==> src/sv/lbt_pkg.sv <==
// Constants and types shared by the LED strip bit transposer modules.
package lbt_pkg;

  localparam int unsigned MAX_LEDS_PER_STRIP = 256;
  localparam int unsigned PACKET_BYTES       = 64;
  localparam int unsigned STRIPS             = 8;
  localparam int unsigned COLORS             = 3;
  localparam int unsigned BYTE_BITS          = 8;
  localparam int unsigned LATCH_BYTES        = 64;
  localparam int unsigned STORE_DEPTH        = COLORS * STRIPS * MAX_LEDS_PER_STRIP;

  localparam int unsigned ADDR_W     = 13;
  localparam int unsigned DATA_W     = 8;
  localparam int unsigned CFG_W      = 9;
  localparam int unsigned CFG_RESET  = 1;
  localparam int unsigned STORE_AW   = $clog2(STORE_DEPTH);
  localparam int unsigned GROUP_W    = $clog2(COLORS * MAX_LEDS_PER_STRIP + 1);
  localparam int unsigned PKT_GROUPS = PACKET_BYTES / BYTE_BITS;
  localparam int unsigned FILL_W     = $clog2(PACKET_BYTES);
  localparam int unsigned LATCH_W    = $clog2(LATCH_BYTES);
  localparam int unsigned BIT_W      = $clog2(BYTE_BITS);
  localparam int unsigned STRIP_W    = $clog2(STRIPS);

  localparam int unsigned CMD_DEPTH = 2;
  localparam int unsigned CMD_PTR_W = $clog2(CMD_DEPTH);
  localparam int unsigned CMD_CNT_W = $clog2(CMD_DEPTH + 1);
  localparam int unsigned RES_DEPTH = 2;
  localparam int unsigned RES_PTR_W = $clog2(RES_DEPTH);
  localparam int unsigned RES_CNT_W = $clog2(RES_DEPTH + 1);

  localparam logic REQ_LOAD  = 1'b0;
  localparam logic REQ_FETCH = 1'b1;

  typedef enum logic [1:0] {
    CMD_FETCH   = 2'd0,
    CMD_STORE   = 2'd1,
    CMD_RESTART = 2'd2
  } cmd_kind_e;

  typedef struct packed {
    cmd_kind_e           kind;
    logic [ADDR_W-1:0]   addr;
    logic [DATA_W-1:0]   value;
  } cmd_t;

  typedef struct packed {
    logic [DATA_W-1:0] out_byte;
    logic              packet_end;
    logic              frame_last;
  } result_t;

endpackage

==> src/sv/lbt_front.sv <==
// Front end: accepts requests, classifies them and queues them as commands.
module lbt_front (
  input  logic                        clk_i,
  input  logic                        rst_ni,
  input  logic                        push_i,
  output logic                        full_o,
  input  logic                        req_type_i,
  input  logic [lbt_pkg::ADDR_W-1:0]  load_address_i,
  input  logic [lbt_pkg::DATA_W-1:0]  load_value_i,
  output lbt_pkg::cmd_t               cmd_o,
  output logic                        cmd_valid_o,
  input  logic                        cmd_take_i
);

  lbt_pkg::cmd_t                   q_mem_q [lbt_pkg::CMD_DEPTH];
  logic [lbt_pkg::CMD_PTR_W-1:0]   wr_ptr_q, wr_ptr_d;
  logic [lbt_pkg::CMD_PTR_W-1:0]   rd_ptr_q, rd_ptr_d;
  logic [lbt_pkg::CMD_CNT_W-1:0]   cnt_q, cnt_d;
  lbt_pkg::cmd_t                   cmd_in;
  logic                            do_push, do_pop;

  // A load outside the store still restarts the output, it just stores nothing.
  always_comb begin
    cmd_in.addr  = load_address_i;
    cmd_in.value = load_value_i;
    if (req_type_i == lbt_pkg::REQ_FETCH) begin
      cmd_in.kind = lbt_pkg::CMD_FETCH;
    end else if (load_address_i < lbt_pkg::ADDR_W'(lbt_pkg::STORE_DEPTH)) begin
      cmd_in.kind = lbt_pkg::CMD_STORE;
    end else begin
      cmd_in.kind = lbt_pkg::CMD_RESTART;
    end
  end

  assign full_o      = (cnt_q == lbt_pkg::CMD_CNT_W'(lbt_pkg::CMD_DEPTH));
  assign cmd_valid_o = (cnt_q != '0);
  assign cmd_o       = q_mem_q[rd_ptr_q];
  assign do_push     = push_i && !full_o;
  assign do_pop      = cmd_take_i && cmd_valid_o;

  always_comb begin
    wr_ptr_d = wr_ptr_q;
    rd_ptr_d = rd_ptr_q;
    cnt_d    = cnt_q;
    if (do_push) begin
      wr_ptr_d = (wr_ptr_q == lbt_pkg::CMD_PTR_W'(lbt_pkg::CMD_DEPTH - 1)) ? '0
                                                                          : wr_ptr_q + 1'b1;
    end
    if (do_pop) begin
      rd_ptr_d = (rd_ptr_q == lbt_pkg::CMD_PTR_W'(lbt_pkg::CMD_DEPTH - 1)) ? '0
                                                                          : rd_ptr_q + 1'b1;
    end
    if (do_push && !do_pop) begin
      cnt_d = cnt_q + 1'b1;
    end else if (do_pop && !do_push) begin
      cnt_d = cnt_q - 1'b1;
    end
  end

  always_ff @(posedge clk_i or negedge rst_ni) begin
    if (!rst_ni) begin
      wr_ptr_q <= '0;
      rd_ptr_q <= '0;
      cnt_q    <= '0;
    end else begin
      wr_ptr_q <= wr_ptr_d;
      rd_ptr_q <= rd_ptr_d;
      cnt_q    <= cnt_d;
    end
  end

  always_ff @(posedge clk_i) begin
    if (do_push) begin
      q_mem_q[wr_ptr_q] <= cmd_in;
    end
  end

endmodule

==> config.mk <==
export PLATFORM = sky130hd
export DESIGN_NAME = lbt_front
export DESIGN_NICKNAME = d
export VERILOG_FILES = /design/src/sv/lbt_pkg.sv /design/src/sv/lbt_front.sv
export SDC_FILE = /design/constraint.sdc
export NUM_CORES = 1
export LEC_CHECK = 0
export ABC_AREA = 1
export CAP_MARGIN = 20
export CORE_ASPECT_RATIO = 1.5
export CORE_MARGIN = 8
export CORE_UTILIZATION = 50
export DETAILED_ROUTE_END_ITERATION = 10
export DONT_BUFFER_PORTS = 1
export PLACE_DENSITY = 0.79
export SLEW_MARGIN = 20
export SYNTH_ARGS = -nofsm -noshare
export SYNTH_HDL_FRONTEND = slang
export SYNTH_SLANG_ARGS = --single-unit
==> constraint.sdc <==
create_clock -name clk_i -period 1.9 [get_ports clk_i]
set_input_delay 0.38 -clock clk_i [delete_from_list [all_inputs] [get_ports clk_i]]
set_output_delay 0.38 -clock clk_i [all_outputs]
set_load 0.1 [all_outputs]
==> impl_results.md <==
* Final min period at approximately 1.7 ns
* Vias per cell at approximately 5.0
* Layout cells sized above 1 at about a quarter
* Starting density of the core at 50.4%
* Place WS at ~0.46 ns
* Worst r2r path cells at 8
* Bufs on Longest Clock Path at 2
* Setup ws final at ~0.20 ns
* Fin crit share at about nine tenths
* Avg Synthesized Cell Area at around 13 µm²
* Initial antenna violation count at 0
* # port buffers at 0
* Met3 Usage GRT at ~5.2%
* Hold Crit Class: input port to flip-flop
* Initial DRC count at 52
* Share of the synthesized area in the top cell type at about 70%
* Core area at 3850 µm²
* Postcts setup bufs at 0
* CTS tree: built
* Row count at 28
* Total GRT Usage at 13.0%
* Vias at 1,170
* Post-synthesis sequential area ratio at approximately three quarters
* Synth Net Count at around 180
* Slew headroom at about 80%
* H-tree Lvls at 2
* Fill cells at between 200 and 300
* Flip-flop and latch area at ~1500 µm²
* Post-DRT Antenna Nets at 0
* Clock slew at reported path FFs at around 0.080 ns
* Grt met2 use at approximately a quarter
* Vias in the first global route at ~1,300
* Clk_skew at 0.00372 ns
* Most Crowded Layer GR: met2
* Drt first pass iters at 6
* Crit path required time at between 1.5 and 2 ns
* WHS Path Cells at 0
* Worst setup EP type: output port
* Syn Inst Count at around 160
* Skew-Pair Late Insertion Delay at ~0.28 ns
* Max Fanout on Critical Path at 24
* Met1 GRT Util at between 10% and 20%
* Routability congestion estimate at 0.705
* Num CTS Buffers at 5
* Post_cts resized at 0
* Distinct cells, synth at 18
* Critical path class: flip-flop to output port
* CTS sink cnt at 50
* Synth area leader: edfxtp_1
* Die X at around 67 µm
* CP Launch Type: flip-flop
* # IOs at approximately 50
* Die Y-Extent at a little over 90 µm
* Fin Setup TNS at 0 ns
* Die area at a little over 6000 µm²
* Hpwl dp at between 2 and 3 mm
* Status: finished clean
* WL/cell at ~16 µm
* Worst EP arrival at ~1.3 ns
* RSZ-0062 raised after global routing: no
* Max Slew Vio Count at 0
* Synthesis-to-finish area growth at 32.9%
* Mapped Area at ~1900 µm²
* Fin. Hold Viols at 0
* YS warnings at 0
* Worst Max-Slew Pin Slew at around 0.30 ns
* Area of the multi-input gates at 392 µm²
* Diode count at 0
* First-pass GRT wire length at 5.98 mm
* Max Clk Rate at between 500 and 600 MHz
* WL final at 3.68 mm
* Setup violators final at 0
* Synth top area cells: edfxtp_1 71%, nand2_1 15%, dfrtp_1 5.2%, buf_4 1.2%, buf_6 1.2%
* Total congestion overflow at 0
* Drt drc at 0
* CTS root buf: clkbuf_8
* Pin count of the biggest net entering global routing at 25
* Max cap viols at 0
* Nets at 216
* Register bit total from synthesis at 50
==> through the flow <==
step,hold slack [ns],instance area [µm²],util [%],cells
floorplan,0.0844,1950,-,155
global placement,0.0846,2480,64.4,226
detailed placement,0.0845,2480,64.4,226
CTS,0.174,2580,67.0,235
global route,0.166,2580,67.0,235
finish,0.188,2580,67.0,235
==> logic make-up (layout without fill, tap and decap cells) <==
family	count (synthesis)	in the layout	share of synthesized area (%)
AND/OR/NAND/NOR	88	88	18.2
flip-flops	50	50	76.2
buffers and inverters	13	48	3.99
AO/OA/AOI/OAI	2	2	0.515
adder cells (fa/ha/maj)	1	1	0.644
XOR/XNOR	1	1	0.451
==> Yosys cell counts <==
master,count
nor2_4,1
inv_1,5
buf_4,3
nand2_1,78
inv_4,1
buf_6,2
nand3_1,2
edfxtp_1,46
nor2_2,1
xnor2_1,1
nand2_2,3
inv_2,2
ha_1,1
nand4_1,1
nor2_1,2
dfrtp_1,4
a21oi_1,1
o21ai_1,1
==> flip-flops by register name, summed over array words and instances, names as in the netlist <==
register and count:
q_mem_q 46, cnt_q 2, rd_ptr_q 1, wr_ptr_q 1
==> cell type report <==
cell class | count | area share, %
sequential | 50 | 57.4
timing repair buffer | 32 | 20.5
multi-input combinational | 92 | 15.2
clock buffer | 8 | 3.49
tap | 45 | 2.18
inverter | 8 | 1.26
==> repair_timing <==
item                                    4_1_cts  5_1_grt
hold endpoints to repair                      4        0
endpoints found under the setup margin        0        0
hold buffers                                  1        0
==> cells in the final DEF (no fill, tap or decap) <==
master	Yosys	routed
dfrtp_1	4	4
inv_2	2	2
nor2_4	1	2
nor2_1	2	1
clkbuf_1	0	2
buf_12	0	23
nand2_1	78	78
inv_4	1	1
nand4_1	1	1
clkbuf_8	0	6
dlygate4sd3_1	0	1
xnor2_1	1	1
inv_1	5	5
edfxtp_1	46	46
nor2_2	1	1
o21ai_1	1	1
a21oi_1	1	1
ha_1	1	1
buf_4	3	8
nand3_1	2	2
nand2_2	3	3
==> path summary, 6_finish.rpt <==
path,startpoint,endpoint,slack (ns)
max,rd_ptr_q,cmd_o[17],0.20
max reg2reg,cnt_q[0],cnt_q[1],0.45
max in group asynchronous,rst_ni,rd_ptr_q,1.35
min reg2reg,wr_ptr_q,wr_ptr_q,0.50
min,load_value_i[2],q_mem_q[0][2],0.19
min in group asynchronous,rst_ni,wr_ptr_q,0.37
==> layer usage <==
layer  wire [µm]  vias up
li1            -      574
met1        1080      549
met2        2160       41
met3         353        6
met4          86        0
met5           0        -
==> worst max-delay path: stages, from the launching register on <==
cell	delay, ns
dfrtp_1	0.42
inv_4	0.21
nand2_1	0.09
nand2_1	0.12
buf_12	0.18
Power is not shown: default switching activity piles up to over one toggle a cycle in this logic, so the estimate is an artifact.
